==> config.mk <==
export PLATFORM = sky130hd
export DESIGN_NAME = encoder_period_speed_meter
export DESIGN_NICKNAME = d
export VERILOG_FILES = /design/src/hdl/epsm_pkg.sv /design/src/hdl/epsm_fifo.sv /design/src/hdl/epsm_front.sv /design/src/hdl/epsm_div.sv /design/src/hdl/epsm_back.sv /design/src/hdl/encoder_period_speed_meter.sv
export SDC_FILE = /design/constraint.sdc
export NUM_CORES = 1
export LEC_CHECK = 0
export BUFFER_PORTS_ARGS = -buffer_cell sky130_fd_sc_hd__buf_2
export CORE_MARGIN = 8
export CORE_UTILIZATION = 56
export CTS_CLUSTER_SIZE = 24
export DETAILED_ROUTE_END_ITERATION = 6
export MAX_ROUTING_LAYER = met4
export PLACE_DENSITY = 0.73
export SLEW_MARGIN = 0
export SYNTH_ARGS = -nofsm -noshare
export SYNTH_HDL_FRONTEND = slang
export SYNTH_SLANG_ARGS = --single-unit
export TNS_END_PERCENT = 5
==> constraint.sdc <==
create_clock -name clk_i -period 6.31 [get_ports clk_i]
set_clock_uncertainty 0.05 [all_clocks]
set_input_delay 0.3155 -clock clk_i [delete_from_list [all_inputs] [get_ports clk_i]]
set_output_delay 0.3155 -clock clk_i [all_outputs]
set_load 0.05 [all_outputs]
==> src/hdl/epsm_pkg.sv <==
package epsm_pkg;

  // Field widths
  localparam int unsigned TIME_W   = 16;
  localparam int unsigned COUNT_W  = 32;
  localparam int unsigned SPEED_W  = 16;
  localparam int unsigned SCALE_W  = 24;
  localparam int unsigned CFG_W    = 24;
  localparam int unsigned CFG_IDXW = 2;

  // Defaults for top-level parameters
  localparam int unsigned CHANNELS_DEF   = 2;
  localparam int unsigned FIFO_DEPTH_DEF = 2;

  // Register reset values
  localparam logic [TIME_W-1:0]  NOISE_RST = 16'd1000;
  localparam logic [SCALE_W-1:0] SCALE_RST = 24'd321699;
  localparam logic [SPEED_W-1:0] LIMIT_RST = 16'd51200;
  localparam logic [TIME_W-1:0]  STALL_RST = 16'd500;

  // Register indexes
  typedef enum logic [CFG_IDXW-1:0] {
    CFG_NOISE = 2'd0,
    CFG_SCALE = 2'd1,
    CFG_LIMIT = 2'd2,
    CFG_STALL = 2'd3
  } cfg_idx_e;

  // Event kinds after decode
  typedef enum logic [1:0] {
    OP_CAPTURE = 2'd0,
    OP_TICK    = 2'd1,
    OP_CLEAR   = 2'd2,
    OP_NONE    = 2'd3
  } op_e;

  // Back-end sequencer states
  typedef enum logic [1:0] {
    ST_IDLE = 2'd0,
    ST_EXEC = 2'd1,
    ST_DIV  = 2'd2,
    ST_OUT  = 2'd3
  } st_e;

  typedef struct packed {
    logic [TIME_W-1:0]  noise_period;
    logic [SCALE_W-1:0] speed_scale;
    logic [SPEED_W-1:0] speed_limit;
    logic [TIME_W-1:0]  stall_ticks;
  } cfg_t;

  typedef struct packed {
    op_e               kind;
    logic              ch_ok;
    logic              channel;
    logic [TIME_W-1:0] capture_time;
  } cmd_t;

  typedef struct packed {
    logic signed [COUNT_W-1:0] pulse_count;
    logic [SPEED_W-1:0]        speed;
    logic                      signal_ok;
    logic                      pulse_accepted;
  } res_t;

  typedef struct packed {
    logic               start;
    logic [SCALE_W-1:0] dividend;
    logic [TIME_W-1:0]  divisor;
  } div_req_t;

  typedef struct packed {
    logic               busy;
    logic               done;
    logic [SCALE_W-1:0] quotient;
  } div_rsp_t;

endpackage

==> src/hdl/epsm_fifo.sv <==
module epsm_fifo import epsm_pkg::*; #(
  parameter int unsigned WIDTH = 8,
  parameter int unsigned DEPTH = FIFO_DEPTH_DEF
) (
  input  logic             clk_i,
  input  logic             rst_ni,
  input  logic             push_i,
  input  logic [WIDTH-1:0] wdata_i,
  output logic             full_o,
  input  logic             pop_i,
  output logic [WIDTH-1:0] rdata_o,
  output logic             empty_o
);

  localparam int unsigned PW = (DEPTH > 1) ? $clog2(DEPTH) : 1;
  localparam int unsigned CW = $clog2(DEPTH + 1);

  logic [WIDTH-1:0] mem_q [DEPTH];
  logic [PW-1:0]    wr_q, wr_d, rd_q, rd_d;
  logic [CW-1:0]    cnt_q, cnt_d;
  logic             do_push, do_pop;

  assign full_o  = (cnt_q == CW'(DEPTH));
  assign empty_o = (cnt_q == '0);
  assign do_push = push_i && !full_o;
  assign do_pop  = pop_i && !empty_o;
  assign rdata_o = mem_q[rd_q];

  // pointer and fill count update
  always_comb begin
    wr_d  = wr_q;
    rd_d  = rd_q;
    cnt_d = cnt_q;
    if (do_push) begin
      wr_d = (wr_q == PW'(DEPTH - 1)) ? '0 : PW'(wr_q + 1'b1);
    end
    if (do_pop) begin
      rd_d = (rd_q == PW'(DEPTH - 1)) ? '0 : PW'(rd_q + 1'b1);
    end
    if (do_push && !do_pop) begin
      cnt_d = CW'(cnt_q + 1'b1);
    end else if (do_pop && !do_push) begin
      cnt_d = CW'(cnt_q - 1'b1);
    end
  end

  always_ff @(posedge clk_i or negedge rst_ni) begin
    if (!rst_ni) begin
      wr_q  <= '0;
      rd_q  <= '0;
      cnt_q <= '0;
    end else begin
      wr_q  <= wr_d;
      rd_q  <= rd_d;
      cnt_q <= cnt_d;
    end
  end

  // storage, no reset
  always_ff @(posedge clk_i) begin
    if (do_push) begin
      mem_q[wr_q] <= wdata_i;
    end
  end

endmodule

==> src/hdl/epsm_front.sv <==
module epsm_front import epsm_pkg::*; #(
  parameter int unsigned CHANNELS   = CHANNELS_DEF,
  parameter int unsigned FIFO_DEPTH = FIFO_DEPTH_DEF
) (
  input  logic              clk_i,
  input  logic              rst_ni,
  input  logic              push_i,
  output logic              full_o,
  input  logic [1:0]        op_i,
  input  logic              channel_i,
  input  logic [TIME_W-1:0] capture_time_i,
  input  logic              cmd_pop_i,
  output logic              cmd_valid_o,
  output cmd_t              cmd_o
);

  cmd_t                   cmd_in;
  logic                   ch_ok;
  logic                   cmd_empty;
  logic [$bits(cmd_t)-1:0] cmd_raw;

  // channel 1 exists only with more than one channel
  assign ch_ok = (CHANNELS > 1) || (channel_i == 1'b0);

  // decode: capture or clear on a missing channel, and op 3, become a no-op
  always_comb begin
    cmd_in.ch_ok        = ch_ok;
    cmd_in.channel      = channel_i;
    cmd_in.capture_time = capture_time_i;
    case (op_i)
      2'd0:    cmd_in.kind = ch_ok ? OP_CAPTURE : OP_NONE;
      2'd1:    cmd_in.kind = OP_TICK;
      2'd2:    cmd_in.kind = ch_ok ? OP_CLEAR : OP_NONE;
      default: cmd_in.kind = OP_NONE;
    endcase
  end

  epsm_fifo #(
    .WIDTH ($bits(cmd_t)),
    .DEPTH (FIFO_DEPTH)
  ) u_cmd_fifo (
    .clk_i   (clk_i),
    .rst_ni  (rst_ni),
    .push_i  (push_i),
    .wdata_i (cmd_in),
    .full_o  (full_o),
    .pop_i   (cmd_pop_i),
    .rdata_o (cmd_raw),
    .empty_o (cmd_empty)
  );

  assign cmd_valid_o = !cmd_empty;
  assign cmd_o       = cmd_t'(cmd_raw);

endmodule

==> src/hdl/epsm_div.sv <==
module epsm_div import epsm_pkg::*; (
  input  logic     clk_i,
  input  logic     rst_ni,
  input  div_req_t req_i,
  output div_rsp_t rsp_o
);

  localparam int unsigned CNTW = $clog2(SCALE_W);

  logic [TIME_W-1:0]  rem_q;
  logic [SCALE_W-1:0] quo_q;
  logic [TIME_W-1:0]  dsr_q;
  logic [CNTW-1:0]    cnt_q;
  logic               busy_q, done_q;
  logic [TIME_W:0]    trial;
  logic [TIME_W+1:0]  diff;

  // one restoring step: shift in next dividend bit, try subtract
  assign trial = {rem_q, quo_q[SCALE_W-1]};
  assign diff  = {1'b0, trial} - {2'b00, dsr_q};

  always_ff @(posedge clk_i or negedge rst_ni) begin
    if (!rst_ni) begin
      busy_q <= 1'b0;
      done_q <= 1'b0;
      cnt_q  <= '0;
    end else begin
      done_q <= 1'b0;
      if (req_i.start) begin
        busy_q <= 1'b1;
        cnt_q  <= '0;
      end else if (busy_q) begin
        cnt_q <= CNTW'(cnt_q + 1'b1);
        if (cnt_q == CNTW'(SCALE_W - 1)) begin
          busy_q <= 1'b0;
          done_q <= 1'b1;
        end
      end
    end
  end

  always_ff @(posedge clk_i) begin
    if (req_i.start) begin
      rem_q <= '0;
      quo_q <= req_i.dividend;
      dsr_q <= req_i.divisor;
    end else if (busy_q) begin
      if (!diff[TIME_W+1]) begin
        rem_q <= diff[TIME_W-1:0];
      end else begin
        rem_q <= trial[TIME_W-1:0];
      end
      quo_q <= {quo_q[SCALE_W-2:0], !diff[TIME_W+1]};
    end
  end

  assign rsp_o.busy     = busy_q;
  assign rsp_o.done     = done_q;
  assign rsp_o.quotient = quo_q;

endmodule

==> src/hdl/epsm_back.sv <==
module epsm_back import epsm_pkg::*; #(
  parameter int unsigned CHANNELS = CHANNELS_DEF
) (
  input  logic     clk_i,
  input  logic     rst_ni,
  input  cfg_t     cfg_i,
  input  logic     cmd_valid_i,
  input  cmd_t     cmd_i,
  output logic     cmd_pop_o,
  output div_req_t div_req_o,
  input  div_rsp_t div_rsp_i,
  output logic     res_push_o,
  output res_t     res_o,
  input  logic     res_full_i
);

  localparam int unsigned CHW = (CHANNELS > 1) ? $clog2(CHANNELS) : 1;

  st_e  st_q, st_d;
  cmd_t cur_q;
  logic acc_q;
  logic [CHW-1:0] tick_idx_q;

  // per-channel state
  logic [COUNT_W-1:0] total_q [CHANNELS];
  logic [TIME_W-1:0]  last_q  [CHANNELS];
  logic [SPEED_W-1:0] speed_q [CHANNELS];
  logic               flag_q  [CHANNELS];
  logic [TIME_W-1:0]  idle_q  [CHANNELS];
  logic [COUNT_W-1:0] seen_q  [CHANNELS];

  logic [CHW-1:0]     addr;
  logic [COUNT_W-1:0] tot_rd;
  logic [TIME_W-1:0]  period, idle_inc;
  logic               noise_hit, period_zero, tick_last, is_idle;

  // single shared access point: tick walk or the event's channel
  assign addr        = (st_q == ST_EXEC && cur_q.kind == OP_TICK) ? tick_idx_q
                                                                 : CHW'(cur_q.channel);
  assign tot_rd      = total_q[addr];
  assign period      = cur_q.capture_time - last_q[addr];
  assign noise_hit   = period < cfg_i.noise_period;
  assign period_zero = (period == '0);
  assign is_idle     = (tot_rd == seen_q[addr]);
  assign idle_inc    = TIME_W'(idle_q[addr] + 1'b1);
  assign tick_last   = (tick_idx_q == CHW'(CHANNELS - 1));

  // next state
  always_comb begin
    st_d = st_q;
    case (st_q)
      ST_IDLE: begin
        if (cmd_valid_i) st_d = ST_EXEC;
      end
      ST_EXEC: begin
        case (cur_q.kind)
          OP_CAPTURE: st_d = (!noise_hit && !period_zero) ? ST_DIV : ST_OUT;
          OP_TICK:    st_d = tick_last ? ST_OUT : ST_EXEC;
          default:    st_d = ST_OUT;
        endcase
      end
      ST_DIV: begin
        if (div_rsp_i.done) st_d = ST_OUT;
      end
      ST_OUT: begin
        if (!res_full_i) st_d = ST_IDLE;
      end
      default: st_d = ST_IDLE;
    endcase
  end

  // outputs
  always_comb begin
    cmd_pop_o          = (st_q == ST_IDLE) && cmd_valid_i;
    div_req_o.start    = (st_q == ST_EXEC) && (cur_q.kind == OP_CAPTURE)
                         && !noise_hit && !period_zero;
    div_req_o.dividend = cfg_i.speed_scale;
    div_req_o.divisor  = period;
    res_push_o         = (st_q == ST_OUT) && !res_full_i;
    if (cur_q.ch_ok) begin
      res_o.pulse_count = signed'(tot_rd);
      res_o.speed       = speed_q[addr];
      res_o.signal_ok   = flag_q[addr];
    end else begin
      res_o.pulse_count = '0;
      res_o.speed       = '0;
      res_o.signal_ok   = 1'b0;
    end
    res_o.pulse_accepted = acc_q;
  end

  // current event, no reset
  always_ff @(posedge clk_i) begin
    if (cmd_pop_o) begin
      cur_q <= cmd_i;
    end
  end

  // sequencer and channel state
  always_ff @(posedge clk_i or negedge rst_ni) begin
    if (!rst_ni) begin
      st_q       <= ST_IDLE;
      acc_q      <= 1'b0;
      tick_idx_q <= '0;
      for (int i = 0; i < CHANNELS; i++) begin
        total_q[i] <= '0;
        last_q[i]  <= '0;
        speed_q[i] <= '0;
        flag_q[i]  <= 1'b0;
        idle_q[i]  <= '0;
        seen_q[i]  <= '0;
      end
    end else begin
      st_q <= st_d;
      if (cmd_pop_o) begin
        acc_q      <= 1'b0;
        tick_idx_q <= '0;
      end
      if (st_q == ST_EXEC) begin
        case (cur_q.kind)
          OP_CAPTURE: begin
            if (!noise_hit) begin
              total_q[addr] <= COUNT_W'(tot_rd + 1'b1);
              flag_q[addr]  <= 1'b1;
              last_q[addr]  <= cur_q.capture_time;
              acc_q         <= 1'b1;
            end
          end
          OP_TICK: begin
            // stall detector for one channel per cycle
            if (is_idle) begin
              if (idle_inc >= cfg_i.stall_ticks) begin
                speed_q[addr] <= '0;
                idle_q[addr]  <= '0;
              end else begin
                idle_q[addr] <= idle_inc;
              end
            end else begin
              idle_q[addr] <= '0;
              seen_q[addr] <= tot_rd;
            end
            if (!tick_last) tick_idx_q <= CHW'(tick_idx_q + 1'b1);
          end
          OP_CLEAR: begin
            total_q[addr] <= '0;
            last_q[addr]  <= '0;
            speed_q[addr] <= '0;
            flag_q[addr]  <= 1'b0;
          end
          default: ;
        endcase
      end
      // keep the quotient only below the alias limit
      if (st_q == ST_DIV && div_rsp_i.done) begin
        if (div_rsp_i.quotient < {{(SCALE_W-SPEED_W){1'b0}}, cfg_i.speed_limit}) begin
          speed_q[addr] <= div_rsp_i.quotient[SPEED_W-1:0];
        end
      end
    end
  end

endmodule

==> src/hdl/encoder_period_speed_meter.sv <==
// Flow: a capture that passes the noise filter with a nonzero period goes through ST_EXEC,
//   ST_DIV (24 divider steps) and ST_OUT; any other event goes through ST_EXEC and ST_OUT,
//   and a tick stays in ST_EXEC while it walks every channel for the stall check.
// The back end handles one event at a time and takes no new one until the last result
//   beat is pushed; the command and result queues (FIFO_DEPTH beats each, two by default)
//   let the input and output sides stall on their own.
// Reset: rst_ni is asynchronous, active low; it clears all channel state and the queues
//   and sets the registers to their defaults.
module encoder_period_speed_meter import epsm_pkg::*; #(
  parameter int unsigned CHANNELS   = CHANNELS_DEF,
  parameter int unsigned FIFO_DEPTH = FIFO_DEPTH_DEF
) (
  input  logic                      clk_i,
  input  logic                      rst_ni,
  input  logic                      cfg_we_i,
  input  logic [CFG_IDXW-1:0]       cfg_idx_i,
  input  logic [CFG_W-1:0]          cfg_data_i,
  input  logic                      push,
  output logic                      full,
  input  logic [1:0]                op_i,
  input  logic                      channel_i,
  input  logic [TIME_W-1:0]         capture_time_i,
  output logic                      empty,
  input  logic                      pop,
  output logic signed [COUNT_W-1:0] pulse_count_o,
  output logic [SPEED_W-1:0]        speed_o,
  output logic                      signal_ok_o,
  output logic                      pulse_accepted_o
);

  cfg_t     cfg_q;
  cmd_t     cmd;
  logic     cmd_valid, cmd_pop;
  div_req_t div_req;
  div_rsp_t div_rsp;
  res_t     res_in, res_out;
  logic     res_push, res_full;
  logic [$bits(res_t)-1:0] res_raw;

  // configuration registers
  always_ff @(posedge clk_i or negedge rst_ni) begin
    if (!rst_ni) begin
      cfg_q.noise_period <= NOISE_RST;
      cfg_q.speed_scale  <= SCALE_RST;
      cfg_q.speed_limit  <= LIMIT_RST;
      cfg_q.stall_ticks  <= STALL_RST;
    end else if (cfg_we_i) begin
      case (cfg_idx_e'(cfg_idx_i))
        CFG_NOISE: cfg_q.noise_period <= cfg_data_i[TIME_W-1:0];
        CFG_SCALE: cfg_q.speed_scale  <= cfg_data_i[SCALE_W-1:0];
        CFG_LIMIT: cfg_q.speed_limit  <= cfg_data_i[SPEED_W-1:0];
        CFG_STALL: cfg_q.stall_ticks  <= cfg_data_i[TIME_W-1:0];
        default: ;
      endcase
    end
  end

  epsm_front #(
    .CHANNELS   (CHANNELS),
    .FIFO_DEPTH (FIFO_DEPTH)
  ) u_front (
    .clk_i          (clk_i),
    .rst_ni         (rst_ni),
    .push_i         (push),
    .full_o         (full),
    .op_i           (op_i),
    .channel_i      (channel_i),
    .capture_time_i (capture_time_i),
    .cmd_pop_i      (cmd_pop),
    .cmd_valid_o    (cmd_valid),
    .cmd_o          (cmd)
  );

  epsm_back #(
    .CHANNELS (CHANNELS)
  ) u_back (
    .clk_i       (clk_i),
    .rst_ni      (rst_ni),
    .cfg_i       (cfg_q),
    .cmd_valid_i (cmd_valid),
    .cmd_i       (cmd),
    .cmd_pop_o   (cmd_pop),
    .div_req_o   (div_req),
    .div_rsp_i   (div_rsp),
    .res_push_o  (res_push),
    .res_o       (res_in),
    .res_full_i  (res_full)
  );

  epsm_div u_div (
    .clk_i  (clk_i),
    .rst_ni (rst_ni),
    .req_i  (div_req),
    .rsp_o  (div_rsp)
  );

  // result queue
  epsm_fifo #(
    .WIDTH ($bits(res_t)),
    .DEPTH (FIFO_DEPTH)
  ) u_res_fifo (
    .clk_i   (clk_i),
    .rst_ni  (rst_ni),
    .push_i  (res_push),
    .wdata_i (res_in),
    .full_o  (res_full),
    .pop_i   (pop),
    .rdata_o (res_raw),
    .empty_o (empty)
  );

  assign res_out          = res_t'(res_raw);
  assign pulse_count_o    = res_out.pulse_count;
  assign speed_o          = res_out.speed;
  assign signal_ok_o      = res_out.signal_ok;
  assign pulse_accepted_o = res_out.pulse_accepted;

`ifndef SYNTH
  // divider is only started while idle
  assert property (@(posedge clk_i) disable iff (!rst_ni)
    div_req.start |-> !div_rsp.busy)
    else $error("divider started while busy");

  // back end never pushes into a full result queue
  assert property (@(posedge clk_i) disable iff (!rst_ni)
    res_push |-> !res_full)
    else $error("result beat pushed into full queue");

  // an accepted pulse always reports a live signal
  assert property (@(posedge clk_i) disable iff (!rst_ni)
    (!empty && pulse_accepted_o) |-> signal_ok_o)
    else $error("accepted pulse without signal_ok");

  // the back end never pops commands back to back
  assert property (@(posedge clk_i) disable iff (!rst_ni)
    cmd_pop |=> !cmd_pop)
    else $error("back-to-back command pop");
`endif

endmodule
==> metrics.csv <==
metric;value;unit
status;completed;
Detailed Route Iter0 Violations;1701;
Post-Layout Inst Area;29620;um^2
yosys warns;0;
# diodes;0;
Crit. End Element;register;
Post-DP HPWL;43150;um
final hold slack;0.2141;ns
Seq/Total Area, Yosys;54.37;%
Crit Path Class;reg2reg;
Post-Route M1 WL;27680;um
syn_nets;2455;
GPL Wtd Cong;0.9396;
post-route setup slack;0.3296;ns
Max FO, Critical Path;23;
EDFF count, synth;197;
max cap viols;0;
pwr dens;449.3;nW/um^2
slew margin rel.;7.654;%
Critical Path Source Type;register;
#FFs+latches synth;530;
final setup vio count;0;
Skew-Pair Late Insertion Delay;0.62;ns
Static Leak;12.62;nW
worst slew pin tran;1.376;ns
Die X;231.9;um
placed inst area;27310;um^2
Cells after Synth;2318;
Min-Delay Path Class;in2reg;
Rows;79;
Slew Viols, Final;0;
Synth cell types;84;
Clock Sinks;530;
NumNets Final;2584;
Worst EP required;6.78;ns
Fin. Hold Viols;0;
pin count of the biggest net entering global routing;196;
WL met3;3546;um
Met2 Wirelength;31460;um
VDD IR max;0.0004035;V
Clock power frac;24.5;%
WL final;64340;um
Tcrit/Tclk final;94.78;%
layout cells sized above 1;18.08;%
most common flop cell mapped by yosys;dfrtp_1;
Tmin final;5.980;ns
most common cell after layout, fill and taps aside;dfrtp_1;
Num CTS Buffers;55;
GR Overflow Total;0;
Switching Share;37.65;%
post-synthesis cell area;26110;um^2
All-Layer GR Usage;24.47;%
CTS Buffer Depth;3;
height of the die;231.9;um
R2R Setup Slk;0.33;ns
first-pass GRT wire length;102900;um
Avg WL per Cell;20.75;um
CTS Root Cell;clkbuf_16;
via density per instance;5.985;
Area Overhead vs Synth;13.43;%
clk slew on worst S/H paths;0.06;ns
Initial DRT Pass Iterations;5;
CTS tree;done;
fmax;167.2;MHz
H-tree lvl count;2;
DP Worst Slack;0.1163;ns
power share of the sequential group;37.9;%
Synth Area per Inst;11.27;um^2
Max Used Layer;met4;
Comb pwr share;37.6;%
IO Count;102;
Routed Antenna Nets;0;
RSZ-0062 raised after global routing;false;
CP arrival;6.45;ns
vias in the first global route;18500;
fill count;3589;
most frequent cells in the layout;292 x dfrtp_1, 281 x nand2_1, 197 x edfxtp_1;
residual DRC count;0;
initial antenna violation count;0;
setup bufs post-CTS;0;
core footprint;46260;um^2
Async SR Flop Fraction;59.81;%
Int Pwr;8.297;mW
Psw;5.011;mW
total die area;53800;um^2
IO buf count;101;
Initial Util;56.45;%
vias;18560;
[Yosys cell counts (5+ instances only)]
cell | instances | area (um^2)
dfrtp_1 | 293 | 7332
nand2_1 | 282 | 1059
edfxtp_1 | 197 | 5916
mux2_2 | 136 | 1531
nor2_1 | 125 | 469.2
inv_1 | 109 | 409.1
o21ai_0 | 90 | 450.4
ha_1 | 85 | 1064
clkbuf_1 | 80 | 300.3
nand3_1 | 75 | 375.4
a21oi_1 | 64 | 320.3
xnor2_1 | 60 | 525.5
xor2_1 | 59 | 516.8
a31oi_1 | 56 | 350.3
a22o_1 | 53 | 464.2
mux2i_1 | 45 | 450.4
o21ai_1 | 45 | 225.2
nand4_1 | 44 | 275.3
o211ai_1 | 38 | 285.3
mux2_4 | 26 | 390.4
dfstp_2 | 24 | 630.6
a21o_1 | 23 | 172.7
o31ai_1 | 22 | 165.2
nand2b_1 | 21 | 131.4
nor2b_1 | 21 | 131.4
buf_2 | 19 | 95.09
nor4_1 | 18 | 112.6
dfxtp_1 | 16 | 320.3
nor3_1 | 16 | 80.08
mux2_1 | 13 | 146.4
a211oi_1 | 12 | 90.09
o21a_1 | 11 | 82.58
a211oi_2 | 10 | 125.1
buf_1 | 9 | 33.78
or3_1 | 8 | 50.05
and3_1 | 7 | 43.79
o31a_1 | 6 | 52.55
and4_1 | 5 | 43.79
nand3b_1 | 5 | 37.54
o2111ai_1 | 5 | 43.79
o21bai_1 | 5 | 37.54
[registers in the layout, summed over array words and instances, names as in the netlist, 24 cells and up, named ones only]
name and count:
u_back.speed_q 32, u_back.idle_q 32, u_div.quo_q 24, u_back.total_q 64
u_res_fifo.mem_q 100, u_back.last_q 32, cfg_q 72, u_back.seen_q 64
u_front.u_cmd_fifo.mem_q 38
[power by group through the flow]
stage | Combinational [mW] | Sequential [mW] | Clock (mW)
finish | 5.01 | 5.04 | 3.26
global route | 5.46 | 5.12 | 3.44
CTS | 5.02 | 5.03 | 3.31
detailed placement | 4.96 | 5.09 | 0
global placement | 4.84 | 5.06 | 0
floorplan | 3.78 | 4.85 | 0
[worst max-delay path, cell delays in order, from the launching register on]
cell and delay (ns):
edfxtp_1 0.43, ha_4 0.21, and3b_1 0.23, o21ai_4 0.54, nand2_1 0.15, nand2_2 0.12, inv_1 0.05, ha_1 0.25
nor2b_1 0.15, o2111ai_2 0.28, nand4_1 0.18, a41o_1 0.27, a21oi_1 0.17, xor2_1 0.23, inv_1 0.09, ha_1 0.30
a21o_1 0.16, a21o_1 0.18, a21oi_1 0.13, o21ai_0 0.16, o21ai_1 0.38, buf_4 0.22, a211o_1 0.34, buf_4 0.37
a21oi_1 0.07, mux2i_1 0.17
[per-layer routing]
layer | track usage [%] | up-vias
li1 | - | 8653
met1 | 32.07 | 9263
met2 | 39.26 | 528
met3 | 3.848 | 117
met4 | 7.279 | 0
met5 | - | -
[final timing paths]
| path | from | end | depth (start not counted) |
|---|---|---|---|
| min reg2reg | u_back.idle_q[15]$_DFFE_PN0P_ | u_back.idle_q[15]$_DFFE_PN0P_ | 2 |
| max | u_back.cur_q[18]$_DFFE_PP_ | u_back.total_q[4]$_DFFE_PN0P_ | 25 |
| min | cfg_idx_i[0] | cfg_q[64]$_DFFE_PN1P_ | 5 |
| min in group asynchronous | rst_ni | u_back.speed_q[19]$_DFF_PN0_ | 2 |
| max in group asynchronous | rst_ni | u_back.seen_q[2]$_DFFE_PN0P_ | 3 |
| max reg2reg | u_back.cur_q[18]$_DFFE_PP_ | u_back.total_q[4]$_DFFE_PN0P_ | 25 |
[cells by family (layout without fill, tap and decap cells)]
| kind of cell | Yosys count | after routing | synth area share (%) |
|---|---|---|---|
| adder cells (fa/ha/maj) | 87 | 87 | 4.226 |
| AND/OR/NAND/NOR | 652 | 652 | 11.65 |
| buffers and inverters | 226 | 402 | 3.498 |
| flip-flops | 530 | 530 | 54.37 |
| AO/OA/AOI/OAI | 484 | 484 | 12.62 |
| XOR/XNOR | 119 | 119 | 3.991 |
| multiplexers | 220 | 220 | 9.645 |
[per-stage QoR]
step / power, mW / util (%) / setup TNS [ns] / instances
after floorplan: 8.635 / - / -0.1794 / 2318
after global placement: 9.900 / 59.04 / 0 / 2951
after detailed placement: 10.05 / 59.04 / 0 / 2951
after CTS: 13.36 / 63.96 / 0 / 3101
after global routing: 14.02 / 64.03 / 0 / 3101
final: 13.31 / 64.03 / 0 / 3101
[layout make-up]
| cell class | count | area [um^2] | share of cell area, % |
|---|---|---|---|
| clock buffer | 78 | 1598 | 5.394 |
| clock inverter | 26 | 217.7 | 0.7350 |
| inverter | 111 | 416.7 | 1.407 |
| multi-input combinational | 1562 | 11110 | 37.52 |
| sequential | 530 | 14200 | 47.94 |
| tap | 607 | 759.5 | 2.564 |
| timing repair buffer | 187 | 1314 | 4.435 |
[what timing repair did]
| action | in CTS | in global routing |
|---|---|---|
| gates resized for setup | 0 | 5 |
| endpoints found under the setup margin | 0 | 69 |
| hold endpoints to repair | 210 | 0 |
| hold buffers | 46 | 0 |
No activity file was read; power rests on OpenSTA's default activity.
